===== src/rtl/arm32_bank_pkg.sv =====
`default_nettype none
package arm32_bank_pkg;

  typedef enum logic [2:0] {
    K_READ        = 3'd0,
    K_WRITE       = 3'd1,
    K_MODE_READ   = 3'd2,
    K_MODE_WRITE  = 3'd3,
    K_CPSR_READ   = 3'd4,
    K_CPSR_UPDATE = 3'd5,
    K_SPSR_READ   = 3'd6,
    K_SPSR_UPDATE = 3'd7
  } kind_t;

  localparam logic [4:0] MODE_USR = 5'h10;
  localparam logic [4:0] MODE_FIQ = 5'h11;
  localparam logic [4:0] MODE_IRQ = 5'h12;
  localparam logic [4:0] MODE_SVC = 5'h13;
  localparam logic [4:0] MODE_MON = 5'h16;
  localparam logic [4:0] MODE_ABT = 5'h17;
  localparam logic [4:0] MODE_UND = 5'h1B;
  localparam logic [4:0] MODE_SYS = 5'h1F;

  localparam logic [1:0] CFG_USER_MASK = 2'd0;
  localparam logic [1:0] CFG_PRIV_MASK = 2'd1;
  localparam logic [1:0] CFG_BANKING   = 2'd2;

  localparam logic [3:0] REG_HIGH_FIRST = 4'd8;
  localparam logic [3:0] REG_SP         = 4'd13;
  localparam logic [3:0] REG_LR         = 4'd14;
  localparam logic [3:0] REG_PC         = 4'd15;

  // memory addresses: 0..12 gpr, 13 sp, 14 lr, 15 pc, 16..20 usr high,
  // 21..25 fiq high, 26..32 bank sp, 33..39 bank lr, 40..45 spsr
  localparam int unsigned MEM_DEPTH = 46;
  localparam int unsigned AW        = 6;
  localparam logic [AW-1:0] A_HUSR  = 6'd16;
  localparam logic [AW-1:0] A_HFIQ  = 6'd21;
  localparam logic [AW-1:0] A_BSP   = 6'd26;
  localparam logic [AW-1:0] A_BLR   = 6'd33;
  localparam logic [AW-1:0] A_SPSR  = 6'd40;

  typedef struct packed {
    logic       valid;
    logic [2:0] slot;
  } slot_t;

  function automatic slot_t mode_slot(input logic [4:0] m);
    slot_t s;
    s.valid = 1'b1;
    case (m)
      MODE_USR, MODE_SYS: s.slot = 3'd0;
      MODE_FIQ: s.slot = 3'd1;
      MODE_IRQ: s.slot = 3'd2;
      MODE_SVC: s.slot = 3'd3;
      MODE_MON: s.slot = 3'd4;
      MODE_ABT: s.slot = 3'd5;
      MODE_UND: s.slot = 3'd6;
      default: begin
        s.valid = 1'b0;
        s.slot  = 3'd0;
      end
    endcase
    return s;
  endfunction

endpackage
`default_nettype wire


===== src/rtl/arm32_banked_register_file_core.sv =====
// ARMv7 banked register file.
// in_ channel: one beat per operation; out_ channel: one result beat each.
// cfg_ channel writes user_bits_mask (0), priv_bits_mask (1), banking (2);
// cfg_ready is high only while the block is idle.
// All registers and banks but the CPSRs live in one 46-entry single-port-read
// RAM, so operations on them are sequences of read, modify, write-back steps.
// Steps from the accepted beat to out_tvalid: register and SPSR operations
// pass RD1, RD2, WB and DONE; a CPSR read and a CPSR update without bank
// traffic pass RD1 and DONE; a mode change saves and restores 7 registers
// (one RAM read and one write each), or does only the save or only the
// restore, before DONE. One operation is in flight at a time; a new beat is
// taken only while the block is in idle.
// The result sits in an output register. While the receiver stalls the next
// operation still runs and waits at its last step until that register has
// emptied; no further beat is taken meanwhile.
// Reset (rst_n low, synchronous) starts a clearing pass that writes zero to
// each of the 46 RAM entries in turn; no beat is taken during it. CPSRs and config reset at once.
`default_nettype none
module arm32_banked_register_file_core
  import arm32_bank_pkg::*;
(
  input  wire logic        clk,
  input  wire logic        rst_n,
  input  wire logic        in_tvalid,
  output logic             in_tready,
  // [2:0] kind, [7:3] target_mode, [11:8] reg_index, [43:12] value,
  // [75:44] mask, zero pad to 80
  input  wire logic [79:0] in_tdata,
  output logic             out_tvalid,
  input  wire logic        out_tready,
  // [31:0] read_data, [32] status, zero pad to 40
  output logic [39:0]      out_tdata,
  input  wire logic        cfg_valid,
  output logic             cfg_ready,
  input  wire logic [1:0]  cfg_index,
  input  wire logic [31:0] cfg_data
);

  typedef enum logic [3:0] {
    S_CLEAR, S_IDLE, S_RD1, S_RD2, S_WB, S_SAVE_RD, S_SAVE_WR,
    S_REST_RD, S_REST_WR, S_DONE
  } state_t;

  state_t state_r;
  logic [31:0] user_mask_r, priv_mask_r, live_cpsr_r, priv_cpsr_r;
  logic        bank_en_r;
  kind_t       kind_r;
  logic [4:0]  tmode_r;
  logic [3:0]  reg_r;
  logic [31:0] val_r, msk_r, rd_r;
  logic        st_r, out_valid_r;
  logic [31:0] out_rd_r;
  logic        out_st_r;
  logic [AW-1:0] cnt_r;
  logic [2:0]  step_r;
  logic [4:0]  old_mode_r;

  logic          we;
  logic [AW-1:0] waddr, raddr;
  logic [31:0]   wdata, rdata;

  arm32_bank_ram #(.DEPTH(MEM_DEPTH), .AW(AW)) u_ram (
    .clk(clk), .we(we), .waddr(waddr), .wdata(wdata),
    .raddr(raddr), .rdata(rdata)
  );

  logic [4:0] cur_mode;
  slot_t      cur_s, tgt_s, old_s;
  assign cur_mode = priv_cpsr_r[4:0];
  assign cur_s    = mode_slot(cur_mode);
  assign tgt_s    = mode_slot(tmode_r);
  assign old_s    = mode_slot(old_mode_r);

  // address of register step k (0..4 high, 5 sp, 6 lr) in a mode's bank
  function automatic logic [AW-1:0] bank_addr(input logic [2:0] k,
                                               input logic [4:0] m,
                                               input slot_t s);
    logic [AW-1:0] a;
    if (k < 3'd5) begin
      a = ((m == MODE_FIQ) ? A_HFIQ : A_HUSR) + AW'(k);
    end else if (k == 3'd5) begin
      a = A_BSP + AW'(s.slot);
    end else begin
      a = A_BLR + AW'(s.slot);
    end
    return a;
  endfunction

  function automatic logic [AW-1:0] live_addr(input logic [2:0] k);
    return (k < 3'd5) ? AW'(REG_HIGH_FIRST) + AW'(k) : AW'(k) + AW'(8);
  endfunction

  // per-operation access plan
  logic          is_write;
  logic          p_rd_ok;
  logic [AW-1:0] p_a1, p_a2;
  logic          p_w1, p_w2;
  logic          other_live;

  always_comb begin
    is_write   = 1'b0;
    p_rd_ok    = 1'b1;
    p_a1       = AW'(reg_r);
    p_a2       = AW'(reg_r);
    p_w1       = 1'b0;
    p_w2       = 1'b0;
    other_live = (kind_r == K_READ) || (kind_r == K_WRITE) || (tmode_r == cur_mode);
    if (kind_r == K_WRITE || kind_r == K_MODE_WRITE) is_write = 1'b1;
    if (kind_r == K_SPSR_READ || kind_r == K_SPSR_UPDATE) begin
      p_a1    = A_SPSR + AW'(cur_s.slot) - AW'(1);
      p_rd_ok = cur_s.valid && (cur_s.slot != 3'd0);
      p_w1    = (kind_r == K_SPSR_UPDATE) && p_rd_ok && (cur_mode != MODE_USR);
    end else if (other_live) begin
      p_w1 = is_write;
      if (reg_r >= REG_HIGH_FIRST && reg_r < REG_SP) begin
        p_a2 = ((cur_mode == MODE_FIQ) ? A_HFIQ : A_HUSR) + AW'(reg_r - REG_HIGH_FIRST);
        p_w2 = is_write;
      end else if (reg_r == REG_SP || reg_r == REG_LR) begin
        p_a2 = ((reg_r == REG_SP) ? A_BSP : A_BLR) + AW'(cur_s.slot);
        p_w2 = is_write && cur_s.valid;
      end
    end else begin
      if (reg_r >= REG_HIGH_FIRST && reg_r < REG_SP) begin
        if (cur_mode == MODE_FIQ) p_a1 = A_HUSR + AW'(reg_r - REG_HIGH_FIRST);
        else if (tmode_r == MODE_FIQ) p_a1 = A_HFIQ + AW'(reg_r - REG_HIGH_FIRST);
      end else if (reg_r == REG_SP || reg_r == REG_LR) begin
        p_a1    = ((reg_r == REG_SP) ? A_BSP : A_BLR) + AW'(tgt_s.slot);
        p_rd_ok = tgt_s.valid;
      end
      p_w1 = is_write && p_rd_ok;
    end
  end

  logic [31:0] cv, new_priv, new_live;
  logic        mode_swap;
  slot_t       new_s;
  assign cv        = val_r & msk_r;
  assign mode_swap = (msk_r[4:0] != 5'd0) && (cur_mode != cv[4:0]);
  assign new_priv  = (priv_cpsr_r & ~(priv_mask_r & msk_r)) | (cv & priv_mask_r);
  assign new_live  = (live_cpsr_r & ~(user_mask_r & msk_r)) | (cv & user_mask_r);
  assign new_s     = mode_slot(new_priv[4:0]);

  always_comb begin
    we    = 1'b0;
    waddr = '0;
    wdata = 32'd0;
    raddr = p_a1;
    case (state_r)
      S_CLEAR: begin
        we    = 1'b1;
        waddr = cnt_r;
      end
      S_RD2: begin
        we    = p_w1;
        waddr = p_a1;
        wdata = (kind_r == K_SPSR_UPDATE) ? ((rdata & ~msk_r) | (val_r & msk_r)) : val_r;
      end
      S_WB: begin
        we    = p_w2;
        waddr = p_a2;
        wdata = val_r;
      end
      S_SAVE_RD: raddr = live_addr(step_r);
      S_SAVE_WR: begin
        we    = 1'b1;
        waddr = bank_addr(step_r, old_mode_r, old_s);
        wdata = rdata;
      end
      S_REST_RD: raddr = bank_addr(step_r, cur_mode, cur_s);
      S_REST_WR: begin
        we    = 1'b1;
        waddr = live_addr(step_r);
        wdata = rdata;
      end
      default: ;
    endcase
  end

  assign in_tready  = (state_r == S_IDLE);
  assign cfg_ready  = (state_r == S_IDLE);
  assign out_tvalid = out_valid_r;
  assign out_tdata  = {7'd0, out_st_r, out_rd_r};

  always_ff @(posedge clk) begin
    if (!rst_n) begin
      state_r     <= S_CLEAR;
      cnt_r       <= '0;
      out_valid_r <= 1'b0;
      user_mask_r <= 32'hF800_0000;
      priv_mask_r <= 32'h07FF_FFFF;
      bank_en_r   <= 1'b1;
      live_cpsr_r <= 32'h110;
      priv_cpsr_r <= 32'h1D3;
      step_r      <= '0;
    end else begin
      if (cfg_valid && cfg_ready) begin
        case (cfg_index)
          CFG_USER_MASK: user_mask_r <= cfg_data;
          CFG_PRIV_MASK: priv_mask_r <= cfg_data;
          CFG_BANKING:   bank_en_r   <= cfg_data[0];
          default: ;
        endcase
      end
      if (out_valid_r && out_tready) out_valid_r <= 1'b0;
      case (state_r)
        S_CLEAR: begin
          cnt_r <= cnt_r + AW'(1);
          if (cnt_r == AW'(MEM_DEPTH - 1)) state_r <= S_IDLE;
        end
        S_IDLE: begin
          if (in_tvalid && in_tready) begin
            kind_r  <= kind_t'(in_tdata[2:0]);
            tmode_r <= in_tdata[7:3];
            reg_r   <= in_tdata[11:8];
            val_r   <= in_tdata[43:12];
            msk_r   <= in_tdata[75:44];
            state_r <= S_RD1;
          end
        end
        S_RD1: begin
          step_r <= '0;
          case (kind_r)
            K_CPSR_READ: begin
              rd_r    <= bank_en_r ? ((live_cpsr_r & user_mask_r) |
                                      (priv_cpsr_r & ~user_mask_r)) : live_cpsr_r;
              st_r    <= 1'b0;
              state_r <= S_DONE;
            end
            K_CPSR_UPDATE: begin
              rd_r        <= 32'd0;
              st_r        <= 1'b0;
              old_mode_r  <= cur_mode;
              if (mode_swap && bank_en_r && cur_s.valid) begin
                state_r <= S_SAVE_RD;
              end else begin
                priv_cpsr_r <= new_priv;
                live_cpsr_r <= new_live;
                state_r <= (mode_swap && bank_en_r && new_s.valid) ? S_REST_RD : S_DONE;
              end
            end
            default: state_r <= S_RD2;
          endcase
        end
        S_RD2: begin
          rd_r    <= (is_write || kind_r == K_SPSR_UPDATE || !p_rd_ok) ? 32'd0 : rdata;
          st_r    <= (kind_r == K_SPSR_UPDATE) && (cur_mode == MODE_USR);
          state_r <= S_WB;
        end
        S_WB: state_r <= S_DONE;
        S_SAVE_RD: state_r <= S_SAVE_WR;
        S_SAVE_WR: begin
          if (step_r == 3'd6) begin
            step_r      <= '0;
            priv_cpsr_r <= new_priv;
            live_cpsr_r <= new_live;
            state_r     <= new_s.valid ? S_REST_RD : S_DONE;
          end else begin
            step_r  <= step_r + 3'd1;
            state_r <= S_SAVE_RD;
          end
        end
        S_REST_RD: state_r <= S_REST_WR;
        S_REST_WR: begin
          if (step_r == 3'd6) begin
            state_r <= S_DONE;
          end else begin
            step_r  <= step_r + 3'd1;
            state_r <= S_REST_RD;
          end
        end
        S_DONE: begin
          if (!out_valid_r || out_tready) begin
            out_valid_r <= 1'b1;
            out_rd_r    <= rd_r;
            out_st_r    <= st_r;
            state_r     <= S_IDLE;
          end
        end
        default: state_r <= S_IDLE;
      endcase
    end
  end

  a_no_accept_busy: assert property (@(posedge clk) disable iff (!rst_n)
    (state_r != S_IDLE) |-> !in_tready) else $error("beat taken while busy");
  a_done_valid: assert property (@(posedge clk) disable iff (!rst_n)
    (state_r == S_DONE && (!out_valid_r || out_tready)) |=> out_tvalid)
    else $error("result lost");
  a_clear_no_out: assert property (@(posedge clk) disable iff (!rst_n)
    (state_r == S_CLEAR) |-> !out_tvalid) else $error("result during clear");
  a_out_hold: assert property (@(posedge clk) disable iff (!rst_n)
    (out_tvalid && !out_tready) |=> (out_tvalid && $stable(out_tdata)))
    else $error("result changed while stalled");

endmodule
`default_nettype wire


===== src/rtl/arm32_bank_ram.sv =====
`default_nettype none
module arm32_bank_ram #(
  parameter int unsigned DEPTH = 46,
  parameter int unsigned AW    = 6
) (
  input  wire logic          clk,
  input  wire logic          we,
  input  wire logic [AW-1:0] waddr,
  input  wire logic [31:0]   wdata,
  input  wire logic [AW-1:0] raddr,
  output logic [31:0]        rdata
);
  logic [31:0] mem [DEPTH];

  always_ff @(posedge clk) begin
    if (we) begin
      mem[waddr] <= wdata;
    end
    rdata <= mem[raddr];
  end
endmodule
`default_nettype wire


===== config.mk =====
export PLATFORM = sky130hd
export DESIGN_NAME = arm32_banked_register_file_core
export DESIGN_NICKNAME = d
export VERILOG_FILES = /design/src/rtl/arm32_bank_pkg.sv /design/src/rtl/arm32_banked_register_file_core.sv /design/src/rtl/arm32_bank_ram.sv
export SDC_FILE = /design/constraint.sdc
export NUM_CORES = 2
export LEC_CHECK = 0
export BUFFER_PORTS_ARGS = -buffer_cell sky130_fd_sc_hd__buf_2
export CORE_AREA = 2 2 384 386
export CTS_CLUSTER_SIZE = 25
export DETAILED_ROUTE_END_ITERATION = 7
export DIE_AREA = 0 0 386 388
export GPL_TIMING_DRIVEN = 0
export PLACE_DENSITY_LB_ADDON = 0.25
export SETUP_SLACK_MARGIN = 0.1
export SLEW_MARGIN = 30
export SYNTH_ARGS = -nofsm -noshare
export SYNTH_HDL_FRONTEND = slang
export SYNTH_SLANG_ARGS = --single-unit

===== constraint.sdc =====
create_clock -name clk -period 8.15 [get_ports clk]
set_input_delay 0 -clock clk [delete_from_list [all_inputs] [get_ports clk]]
set_output_delay 0 -clock clk [all_outputs]
set_load 0.01 [all_outputs]

==> results_dict.tcl <==
set metrics [dict create \
    drv_cap 0 \
    whs_ns 0.03536 \
    avgSynthCellArea_um2 15.88 \
    synth-main-ff-cell "edfxtp_1" \
    syn_to_final_growth_pct 19.03 \
    grt_pass1_wl_mm 297.2 \
    hold_buffers 234 \
    chipHeight_um 388 \
    whs_path_depth 4 \
    max_slew_margin_pct 17.38 \
    ys.warnings.count 0 \
    fin_nets 5349 \
    p_leak_nw 28.30 \
    antenna_found_initial 11 \
    path_max_fanout 10 \
    skew_ns 0.03226 \
    die_area_um2 149800 \
    post_cts_resized 0 \
    grt_overflow 0 \
    cp-start-kind "flop" \
    synth_cells 4547 \
    cts_buffer_depth 3 \
    min_period_over_period_pct 73.16 \
    cp.required_ns 8.86 \
    grt_max_degree 47 \
    ff2ff_path_depth 14 \
    fmax_ghz 0.1677 \
    drt_wl_total_mm 207.0 \
    hold_path.class "input port to flop" \
    wl_per_cell_um 28.51 \
    tightest_slew_ns 1.229 \
    synth_area_leaders "edfxtp_1 (67%), mux4_2 (7.0%), dfxtp_1 (4.9%)" \
    worst_slack_ns 2.187 \
    grt_use_total_pct 27.45 \
    setup_viol 0 \
    drcViolationCount 0 \
    ys_types 76 \
    core_area_um2 145200 \
    drt-initial-drc-count 5375 \
    cts_sinks 1794 \
    cts_tree "built" \
    stdcell_area_um2 85960 \
    fin_crit_ns 5.963 \
    synth.top_cell.area_share_pct 67.32 \
    synth_edf_count 1619 \
    dp_hpwl_mm 140.3 \
    start_util_pct 49.73 \
    htree_levels 4 \
    rsz0062_at_grt "false" \
    cts_buffers 182 \
    routabilityCongestion 0.9431 \
    final_cells 7262 \
    grt_pass1_vias 43330 \
    ant_nets 0 \
    num_vias 43900 \
    power_density_nw_per_um2 213.2 \
    hold_viol_final 0 \
    portBuffers 149 \
    dr.pass1.iters 6 \
    die_width_um 386 \
    ys_ff_latch 1794 \
    vdd_drop_max_v 0.0002078 \
    worst-setup-path-type "flop to flop" \
    cp-end-kind "flop" \
    clk_latency_ns 0.82 \
    ys_async_sr_fraction_pct 0 \
    dpl.cell_count 6697 \
    synth_top_cell_by_area "edfxtp_1" \
    seq_area_frac_synth_pct 72.17 \
    cp_data_arrival_time_ns 6.68 \
    dp_slack_ns 2.316 \
    cts_setup_buffers 0 \
    status "finished, final reports clean" \
    drive_gt1_share_pct 18.08 \
    slew_viol_final 0 \
    routed_via_density 6.044 \
    place_area_um2 77920 \
    num_rows 140 \
    netlist_area_um2 72210 \
    root_buffer "clkbuf_16" \
    io_pins 162 \
    clk_pin_slew_worst_paths_ns 0.06 \
]
## registers in the layout (all words and copies together), names as in the netlist, 6 cells and up
name,flops
u_ram.mem,1472
val_r,32
rd_r,32
user_mask_r,32
priv_cpsr_r,32
out_rd_r,32
cnt_r,6
msk_r,32
live_cpsr_r,32
u_ram.rdata,32
priv_mask_r,32
## worst paths after layout
kind | slack [ns] | to | from
setup / recovery | 2.19 | u_ram.rdata[25] | reg_r[1]
hold / removal | 0.04 | priv_mask_r[30] | cfg_data[30]
setup reg to reg | 2.19 | u_ram.rdata[25] | reg_r[1]
hold reg to reg | 0.42 | old_mode_r[3] | priv_cpsr_r[3]
## cell type report
class,instances,area (um^2)
fill,10650,59260
sequential,1794,52120
multi-input combinational,2382,19000
timing repair buffer,461,4980
clock buffer,223,4802
tap,1917,2399
buffer,295,1471
clock inverter,105,870.8
inverter,82,307.8
antenna,3,7.507
## cell families after synthesis
family / after synthesis / synth area share (%)
buf+inv: 377 / 2.460
other cells: 1 / 0.005193
flops: 1794 / 72.17
compound gates: 654 / 6.790
simple gates: 1212 / 7.473
mux: 453 / 10.23
xor+xnor: 24 / 0.2911
fa+ha+maj: 32 / 0.5752
## cells in the mapped netlist (36+ instances only)
| cell type | count |
|---|---|
| clkbuf_1 | 160 |
| o211ai_1 | 38 |
| buf_4 | 36 |
| dfxtp_1 | 175 |
| nor2_1 | 88 |
| inv_1 | 82 |
| edfxtp_1 | 1619 |
| nand3_1 | 179 |
| o21ai_0 | 94 |
| nand2_1 | 710 |
| o2111ai_1 | 36 |
| a211oi_1 | 129 |
| o211a_1 | 38 |
| o221ai_1 | 36 |
| and3_1 | 37 |
| nand2b_1 | 40 |
| mux2i_1 | 197 |
| a311oi_1 | 66 |
| and2_1 | 44 |
| mux4_2 | 225 |
| nor2b_1 | 71 |
| buf_2 | 59 |
## placed cells by master (no fill, tap or decap), types with 30 or more instances in the layout
cell type	synthesis	layout
a211o_1	32	32
a211oi_1	129	129
a21boi_0	34	34
a21oi_1	34	32
a311oi_1	66	66
and2_1	44	44
and3_1	37	36
buf_16	0	62
buf_2	59	216
buf_4	36	38
clkbuf_1	160	194
clkbuf_16	0	185
clkinv_1	0	39
clkinv_2	0	36
dfxtp_1	175	175
dlygate4sd3_1	0	234
edfxtp_1	1619	1619
ha_1	30	30
inv_1	82	82
mux2_2	31	31
mux2i_1	197	197
mux4_2	225	225
nand2_1	710	678
nand2b_1	40	40
nand3_1	179	179
nor2_1	88	41
nor2_4	0	47
nor2b_1	71	71
o2111ai_1	36	36
o211a_1	38	38
o211ai_1	38	38
o21ai_0	94	94
o221ai_1	36	36
## critical path, stage by stage (launching register included)
cell and delay, ns:
edfxtp_1 0.54, inv_1 0.16, ha_1 0.23, nand3_1 0.27, ha_1 0.33, fa_1 0.46, a31o_2 0.26, o31ai_1 0.69
buf_2 0.38, buf_2 0.32, buf_2 0.46, clkbuf_1 0.55, nand2_1 0.12, a31oi_1 0.75, o211a_1 0.34
## power by group
part	switching, W	internal (W)	total (W)
logic	0.000143	0.000152	0.000295
clock network	0.00351	0.00456	0.00806
registers	0.0000153	0.00995	0.00997
## layer usage
metal  vias to the layer above  GRT usage (%)  wire length, um
li1                      18960              -                -
met1                     22340          37.92            82920
met2                      2220          41.86            94120
met3                       372          6.061            20130
met4                         4          12.32             9778
met5                         -              0               57
## stage by stage
stage | utilization [%] | TNS [ns] | total power [W]
floorplan | - | 0 | 0.01023
global placement | 51.91 | -484.83 | 0.01033
detailed placement | 53.66 | 0 | 0.01037
CTS | 59.18 | 0 | 0.01840
global route | 59.19 | 0 | 0.01878
finish | 59.19 | 0 | 0.01833
No activity file was read; power rests on OpenSTA's default activity.
